File: config.mk
export PLATFORM = sky130hd
export DESIGN_NAME = aac_subpacket_deframer_unit_flat
export DESIGN_NICKNAME = d
export VERILOG_FILES = /design/src/sv/aacsd_pkg.sv /design/src/sv/aacsd_if.sv /design/src/sv/aac_subpacket_deframer_unit.sv /design/src/flat_wrapper.sv
export SDC_FILE = /design/constraint.sdc
export NUM_CORES = 1
export LEC_CHECK = 0
export ABC_CLOCK_PERIOD_IN_PS = 12120
export BUFFER_PORTS_ARGS = -buffer_cell sky130_fd_sc_hd__buf_2
export CORE_ASPECT_RATIO = 0.8
export CORE_UTILIZATION = 55
export DETAILED_ROUTE_END_ITERATION = 8
export GPL_TIMING_DRIVEN = 0
export PLACE_DENSITY = 0.72
export RECOVER_POWER = 100
export SLEW_MARGIN = 20
export SYNTH_ARGS = -nofsm -noshare
export SYNTH_HDL_FRONTEND = slang
export SYNTH_SLANG_ARGS = --single-unit
File: constraint.sdc
create_clock -name clk -period 12.12 [get_ports clk]
set_input_delay 1.212 -clock clk [delete_from_list [all_inputs] [get_ports clk]]
set_output_delay 1.212 -clock clk [all_outputs]
set_load 0.1 [all_outputs]
File: src/sv/aacsd_pkg.sv
`default_nettype none

package aacsd_pkg;

  // default width of the packet length field and byte counter
  localparam int LengthBitsDefault = 20;

  // sub-packet bookkeeping
  localparam int MaxSubs  = 15;
  localparam int SubIdxW  = 4;
  localparam int SubLenW  = 16;
  localparam int SumW     = 21;

  typedef logic [SubLenW-1:0] sub_len_t;
  typedef logic [SubIdxW-1:0] sub_idx_t;

  // result status codes
  typedef logic [1:0] status_t;
  localparam status_t StatusPayload      = 2'd0;
  localparam status_t StatusShort        = 2'd1;
  localparam status_t StatusHeaderLong   = 2'd2;
  localparam status_t StatusInconsistent = 2'd3;

endpackage

`default_nettype wire

File: src/sv/aacsd_if.sv
`default_nettype none

// packet byte channel
interface aacsd_in_if #(
  parameter int LENGTH_BITS = aacsd_pkg::LengthBitsDefault
);
  logic                   valid;
  logic                   ready;
  logic [7:0]             data_byte;
  logic [LENGTH_BITS-1:0] packet_length;
  logic                   packet_end;

  modport source (output valid, data_byte, packet_length, packet_end, input ready);
  modport sink   (input valid, data_byte, packet_length, packet_end, output ready);
endinterface

// result channel
interface aacsd_out_if;
  logic                 valid;
  logic                 ready;
  logic [7:0]           payload_byte;
  aacsd_pkg::sub_idx_t  sub_index;
  logic                 sub_end;
  logic                 empty_sub;
  aacsd_pkg::status_t   status;

  modport source (output valid, payload_byte, sub_index, sub_end, empty_sub, status,
                  input ready);
  modport sink   (input valid, payload_byte, sub_index, sub_end, empty_sub, status,
                  output ready);
endinterface

`default_nettype wire

File: src/sv/aac_subpacket_deframer_unit.sv
`default_nettype none

// Length-prefixed sub-packet deframer. Packet bytes arrive one per transfer with the
// packet's total length and an end flag; byte 1 carries the sub-packet count in its
// upper nibble, then come 16-bit big-endian lengths, then the payloads. A short
// packet, an oversized header or inconsistent lengths give one status result and the
// rest of the packet is dropped; otherwise each payload byte comes out with its
// sub-packet index and end flag, and each zero-length sub-packet gives one empty
// marker. Throughput is one byte per cycle while the result side is ready; every
// empty marker occupies the single result register on its own, and no byte leaves
// the input register meanwhile. Path: input register, then result register.
module aac_subpacket_deframer_unit #(
  parameter int LENGTH_BITS = aacsd_pkg::LengthBitsDefault
) (
  input  wire logic  clk,
  input  wire logic  rst,
  aacsd_in_if.sink   packet,
  aacsd_out_if.source result
);

  localparam int CmpW = (aacsd_pkg::SumW > LENGTH_BITS) ? aacsd_pkg::SumW : LENGTH_BITS;
  localparam logic [LENGTH_BITS-1:0] PosMax = {LENGTH_BITS{1'b1}};

  // input register
  logic                   ir_valid;
  logic [7:0]             ir_byte;
  logic [LENGTH_BITS-1:0] ir_len;
  logic                   ir_last;

  // packet state
  logic [LENGTH_BITS-1:0]   byte_position, byte_position_next;
  aacsd_pkg::sub_idx_t      sub_count, sub_count_next;
  logic [aacsd_pkg::SumW-1:0] length_sum, length_sum_next;
  aacsd_pkg::sub_idx_t      current_sub, current_sub_next;
  aacsd_pkg::sub_len_t      bytes_left, bytes_left_next;
  logic                     drop_packet, drop_packet_next;
  logic                     settling, settling_next;
  logic                     pend_last, pend_last_next;
  aacsd_pkg::sub_len_t      sub_lengths [aacsd_pkg::MaxSubs];

  // result register
  logic                 ov;
  logic [7:0]           o_byte;
  aacsd_pkg::sub_idx_t  o_idx;
  logic                 o_end;
  logic                 o_empty;
  aacsd_pkg::status_t   o_status;

  // handshake control
  logic can_out, go, settle_go;
  assign can_out      = !ov || result.ready;
  assign go           = ir_valid && !settling && can_out;
  assign settle_go    = settling && can_out;
  assign packet.ready = !ir_valid || go;

  // input register
  always_ff @(posedge clk) begin
    if (rst) begin
      ir_valid <= 1'b0;
    end else if (packet.valid && packet.ready) begin
      ir_valid <= 1'b1;
    end else if (go) begin
      ir_valid <= 1'b0;
    end
    if (packet.valid && packet.ready) begin
      ir_byte <= packet.data_byte;
      ir_len  <= packet.packet_length;
      ir_last <= packet.packet_end;
    end
  end

  // header decode helpers
  logic [4:0]             hdr_end;
  logic [LENGTH_BITS-1:0] hdr_end_ext;
  logic [4:0]             hdr_off;
  aacsd_pkg::sub_idx_t    wr_idx;
  logic                   wr_low;
  logic [CmpW-1:0]        plen_ext;
  logic [aacsd_pkg::SumW-1:0] first_sum;
  aacsd_pkg::sub_idx_t    new_count;

  assign hdr_end     = {sub_count, 1'b1};
  assign hdr_end_ext = LENGTH_BITS'(hdr_end);
  assign hdr_off     = byte_position[4:0] - 5'd2;
  assign wr_idx      = hdr_off[4:1];
  assign wr_low      = hdr_off[0];
  assign plen_ext    = CmpW'(ir_len);
  assign new_count   = ir_byte[7:4];
  assign first_sum   = aacsd_pkg::SumW'(2) + aacsd_pkg::SumW'({new_count, 1'b0});

  // per-item processing and empty-marker sequencing
  logic                 res_valid;
  logic [7:0]           res_byte;
  aacsd_pkg::sub_idx_t  res_idx;
  logic                 res_end;
  logic                 res_empty;
  aacsd_pkg::status_t   res_status;
  logic                 len_we;
  aacsd_pkg::sub_len_t  len_wdata;
  logic                 seed_en;
  aacsd_pkg::sub_idx_t  seed_j;
  aacsd_pkg::sub_len_t  rd_len;
  logic                 clear_fields;

  always_comb begin
    byte_position_next = byte_position;
    sub_count_next     = sub_count;
    length_sum_next    = length_sum;
    current_sub_next   = current_sub;
    bytes_left_next    = bytes_left;
    drop_packet_next   = drop_packet;
    settling_next      = settling;
    pend_last_next     = pend_last;
    res_valid          = 1'b0;
    res_byte           = '0;
    res_idx            = '0;
    res_end            = 1'b0;
    res_empty          = 1'b0;
    res_status         = aacsd_pkg::StatusPayload;
    len_we             = 1'b0;
    len_wdata          = '0;
    seed_en            = 1'b0;
    seed_j             = current_sub + 4'd1;
    clear_fields       = 1'b0;
    rd_len             = '0;

    if (go) begin
      if (!drop_packet) begin
        if (byte_position == '0) begin
          // packet too short
          if (ir_len < LENGTH_BITS'(2)) begin
            res_valid        = 1'b1;
            res_status       = aacsd_pkg::StatusShort;
            drop_packet_next = 1'b1;
          end
        end else if (byte_position == LENGTH_BITS'(1)) begin
          // sub-packet count byte
          sub_count_next  = new_count;
          length_sum_next = first_sum;
          if (CmpW'(first_sum) > plen_ext) begin
            res_valid        = 1'b1;
            res_status       = aacsd_pkg::StatusHeaderLong;
            drop_packet_next = 1'b1;
          end else if (new_count == '0 && CmpW'(first_sum) != plen_ext) begin
            res_valid        = 1'b1;
            res_status       = aacsd_pkg::StatusInconsistent;
            drop_packet_next = 1'b1;
          end
        end else if (byte_position <= hdr_end_ext) begin
          // length field bytes, high byte first
          len_we = 1'b1;
          if (!wr_low) begin
            len_wdata = {ir_byte, 8'h00};
          end else begin
            len_wdata       = {sub_lengths[wr_idx][15:8], ir_byte};
            length_sum_next = length_sum + aacsd_pkg::SumW'(len_wdata);
          end
          if (byte_position == hdr_end_ext) begin
            if (CmpW'(length_sum_next) != plen_ext) begin
              res_valid        = 1'b1;
              res_status       = aacsd_pkg::StatusInconsistent;
              drop_packet_next = 1'b1;
            end else begin
              seed_en = 1'b1;
              seed_j  = '0;
            end
          end
        end else if (current_sub < sub_count && bytes_left != '0) begin
          // payload byte
          res_valid       = 1'b1;
          res_byte        = ir_byte;
          res_idx         = current_sub;
          res_end         = (bytes_left == 16'd1);
          bytes_left_next = bytes_left - 16'd1;
          if (bytes_left == 16'd1) begin
            seed_en = 1'b1;
          end
        end
      end
      if (ir_last) begin
        byte_position_next = '0;
        clear_fields       = 1'b1;
      end else if (byte_position != PosMax) begin
        byte_position_next = byte_position + LENGTH_BITS'(1);
      end
    end else if (settle_go) begin
      // empty sub-packet marker
      res_valid    = 1'b1;
      res_idx      = current_sub;
      res_end      = 1'b1;
      res_empty    = 1'b1;
      seed_en      = 1'b1;
      clear_fields = pend_last;
    end

    // length lookup with forwarding of the byte being written
    if (len_we && wr_idx == seed_j) begin
      rd_len = len_wdata;
    end else if (seed_j < aacsd_pkg::SubIdxW'(aacsd_pkg::MaxSubs)) begin
      rd_len = sub_lengths[seed_j];
    end

    // move to the next sub-packet, entering marker mode on an empty one
    if (seed_en) begin
      current_sub_next = seed_j;
      if (seed_j < sub_count && rd_len == '0) begin
        settling_next  = 1'b1;
        pend_last_next = go ? ir_last : pend_last;
        clear_fields   = 1'b0;
      end else begin
        settling_next   = 1'b0;
        pend_last_next  = 1'b0;
        bytes_left_next = (seed_j < sub_count) ? rd_len : '0;
      end
    end

    // end of packet
    if (clear_fields) begin
      sub_count_next   = '0;
      length_sum_next  = '0;
      current_sub_next = '0;
      bytes_left_next  = '0;
      drop_packet_next = 1'b0;
    end
  end

  // state registers
  always_ff @(posedge clk) begin
    if (rst) begin
      byte_position <= '0;
      sub_count     <= '0;
      length_sum    <= '0;
      current_sub   <= '0;
      bytes_left    <= '0;
      drop_packet   <= 1'b0;
      settling      <= 1'b0;
      pend_last     <= 1'b0;
    end else begin
      byte_position <= byte_position_next;
      sub_count     <= sub_count_next;
      length_sum    <= length_sum_next;
      current_sub   <= current_sub_next;
      bytes_left    <= bytes_left_next;
      drop_packet   <= drop_packet_next;
      settling      <= settling_next;
      pend_last     <= pend_last_next;
    end
  end

  // sub-packet length table
  always_ff @(posedge clk) begin
    if (len_we) begin
      sub_lengths[wr_idx] <= len_wdata;
    end
  end

  // result register
  always_ff @(posedge clk) begin
    if (rst) begin
      ov <= 1'b0;
    end else if (can_out) begin
      ov <= res_valid;
    end
    if (can_out) begin
      o_byte   <= res_byte;
      o_idx    <= res_idx;
      o_end    <= res_end;
      o_empty  <= res_empty;
      o_status <= res_status;
    end
  end

  assign result.valid        = ov;
  assign result.payload_byte = o_byte;
  assign result.sub_index    = o_idx;
  assign result.sub_end      = o_end;
  assign result.empty_sub    = o_empty;
  assign result.status       = o_status;

  // empty markers are complete, zero-data payload results
  a_marker_shape: assert property (@(posedge clk) disable iff (rst)
    ov && o_empty |-> o_end && o_byte == 8'h00 && o_status == aacsd_pkg::StatusPayload)
    else $error("malformed empty marker");

  // status results carry no sub-packet information
  a_status_shape: assert property (@(posedge clk) disable iff (rst)
    ov && o_status != aacsd_pkg::StatusPayload |-> o_idx == '0 && !o_end && !o_empty)
    else $error("malformed status result");

  // marker sequencing stays inside the announced sub-packets
  a_settle_range: assert property (@(posedge clk) disable iff (rst)
    settling |-> current_sub < sub_count && !drop_packet)
    else $error("marker sequencing out of range");

  // a pending payload count always belongs to an announced sub-packet
  a_left_range: assert property (@(posedge clk) disable iff (rst)
    bytes_left != '0 |-> current_sub < sub_count)
    else $error("payload count without sub-packet");

endmodule

`default_nettype wire
File: src/flat_wrapper.sv
// flat-port wrapper written by rule: the top's interface ports become plain ports
module aac_subpacket_deframer_unit_flat 
#(
  parameter int LENGTH_BITS = aacsd_pkg::LengthBitsDefault
)
  (clk, rst, packet_valid, packet_data_byte, packet_packet_length, packet_packet_end, packet_ready, result_valid, result_payload_byte, result_sub_index, result_sub_end, result_empty_sub, result_status, result_ready);
  aacsd_in_if #(.LENGTH_BITS(LENGTH_BITS)) packet_i ();
  aacsd_out_if result_i ();
  input  wire logic clk;
  input  wire logic rst;
  input wire logic [$bits(packet_i.valid)-1:0] packet_valid;
  input wire logic [$bits(packet_i.data_byte)-1:0] packet_data_byte;
  input wire logic [$bits(packet_i.packet_length)-1:0] packet_packet_length;
  input wire logic [$bits(packet_i.packet_end)-1:0] packet_packet_end;
  output wire logic [$bits(packet_i.ready)-1:0] packet_ready;
  output wire logic [$bits(result_i.valid)-1:0] result_valid;
  output wire logic [$bits(result_i.payload_byte)-1:0] result_payload_byte;
  output wire logic [$bits(result_i.sub_index)-1:0] result_sub_index;
  output wire logic [$bits(result_i.sub_end)-1:0] result_sub_end;
  output wire logic [$bits(result_i.empty_sub)-1:0] result_empty_sub;
  output wire logic [$bits(result_i.status)-1:0] result_status;
  input wire logic [$bits(result_i.ready)-1:0] result_ready;
  assign packet_i.valid = packet_valid;
  assign packet_i.data_byte = packet_data_byte;
  assign packet_i.packet_length = packet_packet_length;
  assign packet_i.packet_end = packet_packet_end;
  assign packet_ready = packet_i.ready;
  assign result_valid = result_i.valid;
  assign result_payload_byte = result_i.payload_byte;
  assign result_sub_index = result_i.sub_index;
  assign result_sub_end = result_i.sub_end;
  assign result_empty_sub = result_i.empty_sub;
  assign result_status = result_i.status;
  assign result_i.ready = result_ready;
  aac_subpacket_deframer_unit #(.LENGTH_BITS(LENGTH_BITS)) u_core (.clk(clk), .rst(rst), .packet(packet_i), .result(result_i));
endmodule
; Word-level counts from Yosys, hierarchy flattened
; Memory sizes are Yosys's and may differ from the RTL's.
; Index checks and enable logic that the tools add are counted.
[totals]
elab_cells = 167
mem_bits_rw = 240
mem_bits_ro = 0
in_bits = 33
mem_count = 1
latch_bits = 0
output_inout_bits = 18
reg_bits = 115
[op_classes]
div = 0
muxes = 97
n_mul = 0
n_bitwise = 4
n_addsub = 6
n_lt_le_gt_ge = 6
reduce_logical = 27
shift = 0
eq_ne = 8
[memory_table]
columns = name, depth, width, rd, rd_clocked_by_memory_dff, wr, line_no
row1 = u_core.sub_lengths, 15, 16, 2, 0, 1, aac_subpacket_deframer_unit.sv:39  ; aacsd_pkg::sub_len_t sub_lengths [aacsd_pkg::MaxSubs];
[ops]
columns = op, n
row1 = 16-bit 2-to-1 mux, 17
row2 = 21-bit 2-to-1 mux, 8
row3 = 4-bit 2-to-1 mux, 14
row4 = 1-bit 2-to-1 mux, 49
row5 = 21-bit by 20-bit != test with 1-bit output, 2
row6 = 20-bit 2-to-1 mux, 2
row7 = 21-bit by 16-bit adder with 21-bit output, 1
row8 = 21-bit by 20-bit greater-than comparator with 1-bit output, 1
row9 = "20-bit by 1-bit adder with 20-bit output, second input constant", 1
row10 = "20-bit by 1-bit equality test with 1-bit output, second input constant", 1
row11 = 20-bit by 5-bit equality test with 1-bit output, 1
row12 = 20-bit by 5-bit less-or-equal comparator with 1-bit output, 1
row13 = 20-bit zero test, 1
row14 = "20-bit by 2-bit < comparator with 1-bit output, second input constant", 1
row15 = "20-bit != test, second input constant", 1
row16 = "16-bit by 1-bit equality test with 1-bit output, second input constant", 1
row17 = 16-bit zero test, 1
row18 = 16-bit nonzero test, 1
row19 = "16-bit by 1-bit subtractor with 16-bit output, second input constant", 1
row20 = 2-bit 2-to-1 mux, 7
row21 = 1-bit logical AND, 8
row22 = 4-bit < comparator, 2
row23 = 4-bit AND reduction, 2
row24 = "2-bit by 5-bit adder with 6-bit output, first input constant", 1
row25 = 13 further kinds, 23

; Logic depth before layout (Yosys ltp)
; Gate-level depths: netlist (run 1).
; An unclocked memory read counts as a cell.
[logic_depth]
ltp_word = 25
depth_mapped = 35

; Worst setup path before layout (run 1)
; Ideal clock, no wire load.
[synth_timing]
path_type = reg2reg
from = reg u_core.byte_position[1]
to = reg u_core.bytes_left[11]
setup_time_ns = 0.056
arrival_time_ns = 7.933
slack_ns = 4.130
path_buffers = 8
path_stages_with_launch = 34
synth_period_minus_slack_ns = 7.990
path_cell_list = dfxtp_1 > buf_2 > clkbuf_1 > buf_2 > inv_1 > ha_1 > clkbuf_1 > clkbuf_1 > clkbuf_1 > a21oi_1 > mux4_2 > ha_1 > nand4_1 > o221ai_2 > nand2b_1 > a21oi_1 > or4_1 > nor3_1 > and4b_2 > nand4_1 > buf_2 > nand2_2 > inv_1 > ha_1 > o21ai_0 > nand2b_1 > a31o_4 > nor4_2 > nand4_1 > nor4_2 > nand3_1 > o21a_1 > buf_6 > o21ba_4
[synth_between]
elab_chain_len = 25
word_cells_on_any_way = 58
classes_between = add/sub (2) / order compare (3) / eq/ne (4) / mux (43) / reduce/logical (5) / memory (1)
[synth_lines]
columns = element, line_no
row1 = "start, declared", aac_subpacket_deframer_unit.sv:31  ; logic [LENGTH_BITS-1:0] byte_position, byte_position_next;
row2 = "start signal, assigned", aac_subpacket_deframer_unit.sv:239  ; byte_position <= byte_position_next;
row3 = 5-bit by 2-bit subtractor with 5-bit output, aac_subpacket_deframer_unit.sv:84  ; assign hdr_off = byte_position[4:0] - 5'd2;
row4 = memory 15 x 16 bit, n/a
row5 = 21-bit by 16-bit adder with 21-bit output, aac_subpacket_deframer_unit.sv:156  ; length_sum_next = length_sum + aacsd_pkg::SumW'(len_wdata);
row6 = 21-bit 2-to-1 mux, aac_subpacket_deframer_unit.sv:152  ; if (!wr_low) begin
row7 = 21-bit 2-to-1 mux, aac_subpacket_deframer_unit.sv:149  ; end else if (byte_position <= hdr_end_ext) begin
row8 = 21-bit 2-to-1 mux, aac_subpacket_deframer_unit.sv:136  ; end else if (byte_position == LENGTH_BITS'(1)) begin
row9 = 21-bit 2-to-1 mux, aac_subpacket_deframer_unit.sv:129  ; if (byte_position == '0) begin
row10 = 21-bit 2-to-1 mux, aac_subpacket_deframer_unit.sv:128  ; if (!drop_packet) begin
row11 = [9 not listed], n/a
row12 = net u_core.seed_j[2], aac_subpacket_deframer_unit.sv:101  ; aacsd_pkg::sub_idx_t seed_j;
row13 = "memory 15 x 16 bit, or another cell as far along", n/a
row14 = 16-bit 2-to-1 mux or 1-bit logical AND (tied branches), "aac_subpacket_deframer_unit.sv:199, aac_subpacket_deframer_unit.sv:197"
row15 = 16-bit 2-to-1 mux, aac_subpacket_deframer_unit.sv:197  ; if (len_we && wr_idx == seed_j) begin
row16 = 16-bit zero test, aac_subpacket_deframer_unit.sv:206  ; if (seed_j < sub_count && rd_len == '0) begin
row17 = 1-bit logical AND, aac_subpacket_deframer_unit.sv:206
row18 = 1-bit 2-to-1 mux, aac_subpacket_deframer_unit.sv:206
row19 = 1-bit 2-to-1 mux, aac_subpacket_deframer_unit.sv:204  ; if (seed_en) begin
row20 = 2-bit OR reduction (no line), n/a
row21 = "end signal, assigned", aac_subpacket_deframer_unit.sv:243  ; bytes_left <= bytes_left_next;
row22 = "end, declared", aac_subpacket_deframer_unit.sv:35  ; aacsd_pkg::sub_len_t bytes_left, bytes_left_next;
; Mark *: on every way through the listed nets, which the timed path passes. The rest lies on a longest branch. The select of a mux whose other input is x is not followed.
; A chain may end at the register's enable or synchronous reset.

; Worst setup path in the final report (run 1)
[layout_timing]
from = reg u_core.byte_position[1]
to = reg u_core.sub_count[3]
[layout_between]
elab_chain_len = 25
word_cells_on_any_way = 52
classes_between = add/sub (2) / order compare (3) / eq/ne (4) / mux (35) / bitwise (1) / reduce/logical (6) / memory (1)
[layout_lines]
columns = element, line_no
row1 = 5-bit by 2-bit subtractor with 5-bit output, aac_subpacket_deframer_unit.sv:84
row2 = memory 15 x 16 bit, n/a
row3 = 21-bit by 16-bit adder with 21-bit output, aac_subpacket_deframer_unit.sv:156
row4 = 21-bit 2-to-1 mux, aac_subpacket_deframer_unit.sv:152
row5 = 21-bit 2-to-1 mux, aac_subpacket_deframer_unit.sv:149
row6 = 21-bit 2-to-1 mux, aac_subpacket_deframer_unit.sv:136
row7 = 21-bit 2-to-1 mux, aac_subpacket_deframer_unit.sv:129
row8 = 21-bit 2-to-1 mux, aac_subpacket_deframer_unit.sv:128
row9 = [9 not listed], n/a
row10 = net u_core.seed_j[1], aac_subpacket_deframer_unit.sv:101
row11 = "memory 15 x 16 bit, or another cell as far along", n/a
row12 = 16-bit 2-to-1 mux or 1-bit logical AND (tied branches), "aac_subpacket_deframer_unit.sv:199, aac_subpacket_deframer_unit.sv:197"
row13 = 16-bit 2-to-1 mux, aac_subpacket_deframer_unit.sv:197
row14 = 16-bit zero test, aac_subpacket_deframer_unit.sv:206
row15 = 1-bit logical AND (*), aac_subpacket_deframer_unit.sv:206
row16 = 1-bit 2-to-1 mux (*), aac_subpacket_deframer_unit.sv:206
row17 = 1-bit 2-to-1 mux (*), aac_subpacket_deframer_unit.sv:204
row18 = 2-bit OR reduction (no line) (*), n/a
row19 = "end signal, assigned", aac_subpacket_deframer_unit.sv:240  ; sub_count <= sub_count_next;
row20 = "end, declared", aac_subpacket_deframer_unit.sv:32  ; aacsd_pkg::sub_idx_t sub_count, sub_count_next;
; Marks and branches as above.

==> results.rst, run 1 <==
.. list-table::
   :header-rows: 1

   * - Metric
     - Value
   * - Ys Warns
     - 0
   * - Dominant cells by area after synthesis
     - sky130_fd_sc_hd__edfxtp_1, sky130_fd_sc_hd__dfxtp_1, sky130_fd_sc_hd__mux4_2
   * - Post-synth EDFFs
     - 285
   * - Aggregate global routing overflow
     - 0
   * - Standard cell with the maximum stage delay on the critical path
     - sky130_fd_sc_hd__a31oi_1
   * - Largest delay contributor family on the critical path
     - buffers and inverters
   * - Relative slew margins
     - -0.383
   * - Busiest metal layer after global routing
     - met1
   * - Outcome
     - finished, violations left
   * - Post-synth top area cell
     - sky130_fd_sc_hd__edfxtp_1
   * - Antenna Violating Nets Remaining
     - 0
   * - CP required
     - 12600 ps
   * - Area added between synthesis and finish
     - 10.1%
   * - Setup clock skew after layout
     - 19.0 ps
   * - Max Fanout on Critical Path
     - 19
   * - Average instance area after synthesis
     - 11.5 um2
   * - Vias per cell
     - 6.83
   * - Height of the chip
     - 166 um
   * - Wire length of the first global-routing pass
     - 87800 um
   * - Pwr Total
     - 2.53 mW
   * - Fraction of layout instances using a drive strength above 1
     - 0.108
   * - IO Pins
     - 51
   * - Htree depth
     - 2
   * - Initial Utilization
     - 0.565
   * - Setup fix buffers added after clock tree synthesis
     - 0
   * - Critical Path Start Type
     - flip-flop
   * - Total of max-cap violations
     - 14
   * - CTS clock-pin slew for the worst setup and hold paths
     - 60 ps
   * - Root Driver
     - sky130_fd_sc_hd__clkbuf_16
   * - Static leakage power
     - 6.93 nW
   * - Pre-CTS setup slack
     - 720 ps
   * - Syn Std Cell Area
     - 18500 um2
   * - Vias post-DR
     - 14.7k
   * - Setup slack of the critical path after layout
     - 440 ps
   * - Setup crit start
     - u_core.byte_position[1]
   * - Post-route clock period utilization
     - 0.964
   * - CTS-repair resized insts
     - 0
   * - Number of detailed-routing iterations run before antenna repair
     - 6
   * - Met1 Use GR
     - 0.502
   * - Initial antenna violation count
     - 0
   * - Die area
     - 34500 um2
   * - Min-Delay Path Class
     - reg -> reg
   * - Final count of negative-setup-slack endpoints
     - 0
   * - Number of buffers added on ports
     - 50
   * - Met3 usage in global routing
     - 0.108
   * - Unrepaired setup endpoints after global routing
     - false
   * - HPWL after detailed placement
     - 41500 um
   * - Routing usage on met2
     - 0.477
   * - Vias in the first global route
     - 13.9k
   * - Primary FF master, synth
     - sky130_fd_sc_hd__edfxtp_1
   * - Number of hold-slack violations in the final timing report
     - 0
   * - Min Clock Period, post-route
     - 11680 ps
   * - Upper clock frequency limit
     - 85.6 MHz
   * - Power density normalized to cell area
     - 124 nW/um2
   * - Synth cell count leaders
     - sky130_fd_sc_hd__edfxtp_1, sky130_fd_sc_hd__nand2_1, sky130_fd_sc_hd__nor2_1
   * - Diode insertion count for antenna repair
     - 0
   * - Area share of the largest cell type after synthesis
     - 0.461
   * - Synthesized instance count
     - 1609
   * - DRT iter0 DRCs
     - 2242
   * - Per-cell routed wire length
     - 27.5 um
   * - Insertion delay of the later-clocked pin in the worst-skew pair
     - 570 ps
   * - CP peak stage delay
     - 920 ps
   * - Clock Sinks
     - 355
   * - Final wirelength
     - 59300 um
   * - Pins Over Slew Limit
     - 251
   * - Number of design rule violations left after detail routing
     - 0
   * - Proportion of register bits with asynchronous set or reset after synthesis
     - 0
   * - Count of buffer and inverter cells on the critical path
     - 8
   * - Final weighted congestion in routability-driven placement
     - 1.00
   * - Number of core rows
     - 59
   * - Final #Nets
     - 1785
   * - Horizontal extent of the die
     - 207 um
   * - Quantity of hold-fixing buffers added after cts
     - 0
   * - Core Util, Final
     - 0.622
   * - CTS max path bufs
     - 3
   * - Most instantiated library cell after synthesis
     - sky130_fd_sc_hd__edfxtp_1
   * - Placeable Area
     - 32900 um2
   * - Failing checks
     - max-capacitance violations, max-slew violations
   * - Data arrival time of the worst path
     - 12160 ps
   * - Max IR drop VDD
     - 129 uV
   * - R2r startpoint
     - u_core.byte_position[1]
   * - Setup Total Neg Slack
     - 0 ps
   * - Number of synthesized register bits
     - 355
   * - Area used by multi-input combinational logic
     - 8040 um2
   * - Sequential cell area
     - 9960 um2
   * - Hold Startpoint
     - u_core.sub_count[2]
   * - Overall fraction of global-route tracks in use
     - 0.344
   * - # fillers
     - 2620
   * - Maximum number of pins on one net before global-route repair
     - 30
   * - Sequential share of the synthesized area
     - 0.537
   * - Capturing element type of the critical path
     - flip-flop
   * - Start-to-end type of the worst setup path
     - reg -> reg
   * - Number of buffers inserted during clock tree synthesis
     - 37
   * - Unique masters post-synth
     - 88
   * - TritonCTS clock tree
     - built
   * - Syn Nets
     - 1694
   * - Worst Tran Pin Value
     - 2070 ps
[kinds of logic after synthesis]
group,after synthesis,synth area share
AOI/OAI and AO/OA,339,0.126
xor gates and xnor gates,79,0.0381
adders and majority gates,52,0.0355
buffers and inverters,118,0.0266
DFF,355,0.537
muxes,108,0.0895
and+or+nand+nor,558,0.147
[worst paths after layout]
| check | endpoint | slack [ps] | cells after the start |
|---|---|---|---|
| min | u_core.sub_count[2] | 460 | 2 |
| min reg2reg | u_core.sub_count[2] | 460 | 2 |
| max | u_core.sub_count[3] | 440 | 32 |
| max reg2reg | u_core.sub_count[3] | 440 | 32 |
[layer usage]
metal,vias to the layer above,part of all wire
met3,203,0.15
met5,-,0
met4,0,0.042
met2,1050,0.41
met1,7166,0.40
li1,6292,-
[cells in the final DEF (no fill, tap or decap), types with 8 or more instances in the layout]
master,n
sky130_fd_sc_hd__nand4_1,18
sky130_fd_sc_hd__a31oi_1,13
sky130_fd_sc_hd__a211oi_1,18
sky130_fd_sc_hd__ha_1,51
sky130_fd_sc_hd__and3_1,21
sky130_fd_sc_hd__nor2_1,142
sky130_fd_sc_hd__inv_1,29
sky130_fd_sc_hd__nand3_1,56
sky130_fd_sc_hd__nor4_1,25
sky130_fd_sc_hd__o311a_1,8
sky130_fd_sc_hd__edfxtp_1,285
sky130_fd_sc_hd__nand2b_1,13
sky130_fd_sc_hd__nor3_1,46
sky130_fd_sc_hd__nand2_1,152
sky130_fd_sc_hd__a311oi_1,11
sky130_fd_sc_hd__dfxtp_1,70
sky130_fd_sc_hd__o22ai_1,11
sky130_fd_sc_hd__a21o_1,18
sky130_fd_sc_hd__a22oi_1,15
sky130_fd_sc_hd__xor2_1,22
sky130_fd_sc_hd__o21ai_0,58
sky130_fd_sc_hd__and2_1,14
sky130_fd_sc_hd__or3_1,11
sky130_fd_sc_hd__mux2i_1,60
sky130_fd_sc_hd__o211ai_1,16
sky130_fd_sc_hd__buf_2,44
sky130_fd_sc_hd__xnor2_1,56
sky130_fd_sc_hd__and2_0,21
sky130_fd_sc_hd__a21oi_1,107
sky130_fd_sc_hd__clkbuf_16,37
sky130_fd_sc_hd__clkbuf_1,95
sky130_fd_sc_hd__mux4_2,46
[cell type report]
cell class | instances | area share
sequential | 355 | 0.488
inverter | 32 | 0.00588
buffer | 85 | 0.0181
multi-input combinational | 1136 | 0.394
tap | 427 | 0.0262
timing repair buffer | 53 | 0.0117
clock buffer | 50 | 0.0477
clock inverter | 17 | 0.00907
[power breakdown]
part	switching [mW]	internal (mW)	total, mW	leakage (nW)
clock network	0.491	0.635	1.13	0.565
registers	0.0112	1.31	1.32	3.38
logic	0.0551	0.0310	0.0861	2.98
total	0.558	1.97	2.53	6.93
[state kept, by name, summed over array words and instances, names as in the netlist, 2 cells and up]
name	cells
u_core.ir_byte	8
u_core.sub_count	4
u_core.ir_len	20
u_core.result.status	2
u_core.result.sub_index	4
u_core.result.payload_byte	8
u_core.length_sum	21
u_core.sub_lengths	240
u_core.byte_position	20
u_core.current_sub	4
u_core.bytes_left	16
[through the flow]
step / cells / hold slack (ps) / cell area, um2
finish: 2155 / 464 / 20400
global route: 2155 / 478 / 20400
CTS: 2156 / 459 / 20500
detailed placement: 2089 / 450 / 19400
global placement: 2086 / 441 / 19300
floorplan: 1609 / 432 / 18500
[worst min-delay path, stage by stage, from the launching register on]
cell and delay [ps]:
sky130_fd_sc_hd__dfxtp_1 320, sky130_fd_sc_hd__nand2_1 50, sky130_fd_sc_hd__a21oi_1 50
(Power assumes the default switching activity.)
==> run 2: changes to the inputs <==
Settings changed: CORE_ASPECT_RATIO 0.8 to default.
==> run 2 against run 1 <==
Net effect:
- the run still ends with max-capacitance violations, max-slew violations left
- hold slack worse by 7.4 ps
- die area about the same
- maximum frequency up 0.23%
- largest power group unchanged
- highest routed layer unchanged
==> results.rst, run 2 (synthesis results as in run 1) <==
.. list-table::
   :header-rows: 1

   * - Metric
     - Value
   * - Met1 Use GR
     - 0.449
   * - Number of buffers added on ports
     - 50
   * - Flip-flop count of the largest register, all copies and words added
     - 240
   * - Number of detailed-routing iterations run before antenna repair
     - 5
   * - Setup Total Neg Slack
     - 0 ps
   * - Leading cell type in the layout, fill and taps excluded
     - sky130_fd_sc_hd__edfxtp_1
   * - Fraction of layout instances using a drive strength above 1
     - 0.107
   * - CTS clock-pin slew for the worst setup and hold paths
     - 60 ps
   * - Diode insertion count for antenna repair
     - 0
   * - Setup clock skew after layout
     - 25.7 ps
   * - Pins Over Slew Limit
     - 200
   * - DRT iter0 DRCs
     - 1723
   * - HPWL after detailed placement
     - 40600 um
   * - Static leakage power
     - 6.98 nW
   * - Min Clock Period, post-route
     - 11650 ps
   * - Final wirelength
     - 59500 um
   * - Post-route clock period utilization
     - 0.962
   * - CP peak stage delay
     - 910 ps
   * - Quantity of hold-fixing buffers added after cts
     - 0
   * - Relative slew margins
     - -0.304
   * - Aggregate global routing overflow
     - 0
   * - Maximum number of pins on one net before global-route repair
     - 30
   * - Busiest metal layer after global routing
     - met2
   * - Initial antenna violation count
     - 0
   * - Failing checks
     - max-capacitance violations, max-slew violations
   * - Max Fanout on Critical Path
     - 10
   * - Area added between synthesis and finish
     - 11.1%
   * - Number of core rows
     - 66
   * - Per-cell routed wire length
     - 27.3 um
   * - Met3 usage in global routing
     - 0.0745
   * - Number of hold-slack violations in the final timing report
     - 0
   * - Final #Nets
     - 1788
   * - Most frequent cells in the layout
     - sky130_fd_sc_hd__edfxtp_1, sky130_fd_sc_hd__nand2_1, sky130_fd_sc_hd__nor2_1
   * - Horizontal extent of the die
     - 186 um
   * - Start-to-end type of the worst setup path
     - reg -> reg
   * - IO Pins
     - 51
   * - Htree depth
     - 2
   * - Total of max-cap violations
     - 11
   * - Vias post-DR
     - 14.5k
   * - Placeable Area
     - 32900 um2
   * - Setup fix buffers added after clock tree synthesis
     - 0
   * - CP required
     - 12560 ps
   * - Standard cell with the maximum stage delay on the critical path
     - sky130_fd_sc_hd__clkbuf_1
   * - Min-Delay Path Class
     - reg -> reg
   * - Data arrival time of the worst path
     - 12090 ps
   * - Routing usage on met2
     - 0.567
   * - Height of the chip
     - 186 um
   * - Final count of negative-setup-slack endpoints
     - 0
   * - Vias in the first global route
     - 14.2k
   * - CTS max path bufs
     - 3
   * - Number of design rule violations left after detail routing
     - 0
   * - Setup slack of the critical path after layout
     - 467 ps
   * - Initial Utilization
     - 0.564
   * - Unrepaired setup endpoints after global routing
     - false
   * - CTS-repair resized insts
     - 0
   * - Root Driver
     - sky130_fd_sc_hd__clkbuf_16
   * - Max IR drop VDD
     - 140 uV
   * - Final weighted congestion in routability-driven placement
     - 0.990
   * - Cell type with the highest occurrence count on the critical path
     - sky130_fd_sc_hd__clkbuf_1
   * - Outcome
     - finished, violations left
   * - Largest regs
     - u_core.sub_lengths: 240 flops, u_core.length_sum: 21 flops
   * - Die area
     - 34500 um2
   * - TritonCTS clock tree
     - built
   * - Overall fraction of global-route tracks in use
     - 0.352
   * - Clock Sinks
     - 355
   * - Insertion delay of the later-clocked pin in the worst-skew pair
     - 560 ps
   * - Vias per cell
     - 6.69
   * - Register with the most flip-flops
     - u_core.sub_lengths
   * - Upper clock frequency limit
     - 85.8 MHz
   * - Pre-CTS setup slack
     - 858 ps
   * - Worst Tran Pin Value
     - 1950 ps
   * - Number of buffers inserted during clock tree synthesis
     - 38
   * - Critical Path Start Type
     - flip-flop
   * - Wire length of the first global-routing pass
     - 87700 um
   * - Power density normalized to cell area
     - 127 nW/um2
   * - Antenna Violating Nets Remaining
     - 0
   * - Capturing element type of the critical path
     - flip-flop
[run 2: area by class of cell]
type	instances	area, um2
Multi-Input combinational cell	1136	8060
Fill cell	2647	12300
Tap cell	442	553
Sequential cell	355	9960
Timing Repair Buffer	54	241
Buffer	86	373
Clock buffer	50	1010
Inverter	32	120
Clock inverter	19	290
[run 2: path summary, 6_finish.rpt]
check                          end                    start  depth (start not counted)  slack (ps)
max          u_core.bytes_left[10]  u_core.byte_position[1]                         32         470
min            u_core.sub_count[1]      u_core.sub_count[1]                          2         460
max reg2reg  u_core.bytes_left[10]  u_core.byte_position[1]                         32         470
min reg2reg    u_core.sub_count[1]      u_core.sub_count[1]                          2         460
[run 2: stage by stage]
step | utilization | std cells | power [mW] | instance area (um2) | hold WS [ps]
finish | 0.627 | 2174 | 2.63 | 20600 | 457
global placement | 0.589 | 2101 | 1.43 | 19300 | 443
global route | 0.627 | 2174 | 2.69 | 20600 | 475
CTS | 0.630 | 2172 | 2.63 | 20700 | 460
floorplan | - | 1609 | 1.40 | 18500 | 432
detailed placement | 0.590 | 2103 | 1.43 | 19400 | 452
[run 2: worst max-delay path, delay by kind of cell (launching register included)]
family          cells  cell delay, ps
fa+ha+maj           3            1220
flops               1             520
compound gates      8            1710
mux                 1             560
simple gates       11            3370
buf+inv             9            4140
[run 2: report_power, final]
group	internal [mW]	total (mW)	leakage, nW	switching (mW)
registers	1.31	1.32	3.38	0.0105
logic	0.0311	0.0858	2.98	0.0547
clock network	0.738	1.22	0.623	0.483
total	2.08	2.63	6.98	0.549
[run 2: per-layer routing]
layer / wire length [um] / part of all wire
met3: 6330 / 0.11
met4: 3110 / 0.052
met1: 22700 / 0.38
met2: 27300 / 0.46
met5: 0 / 0
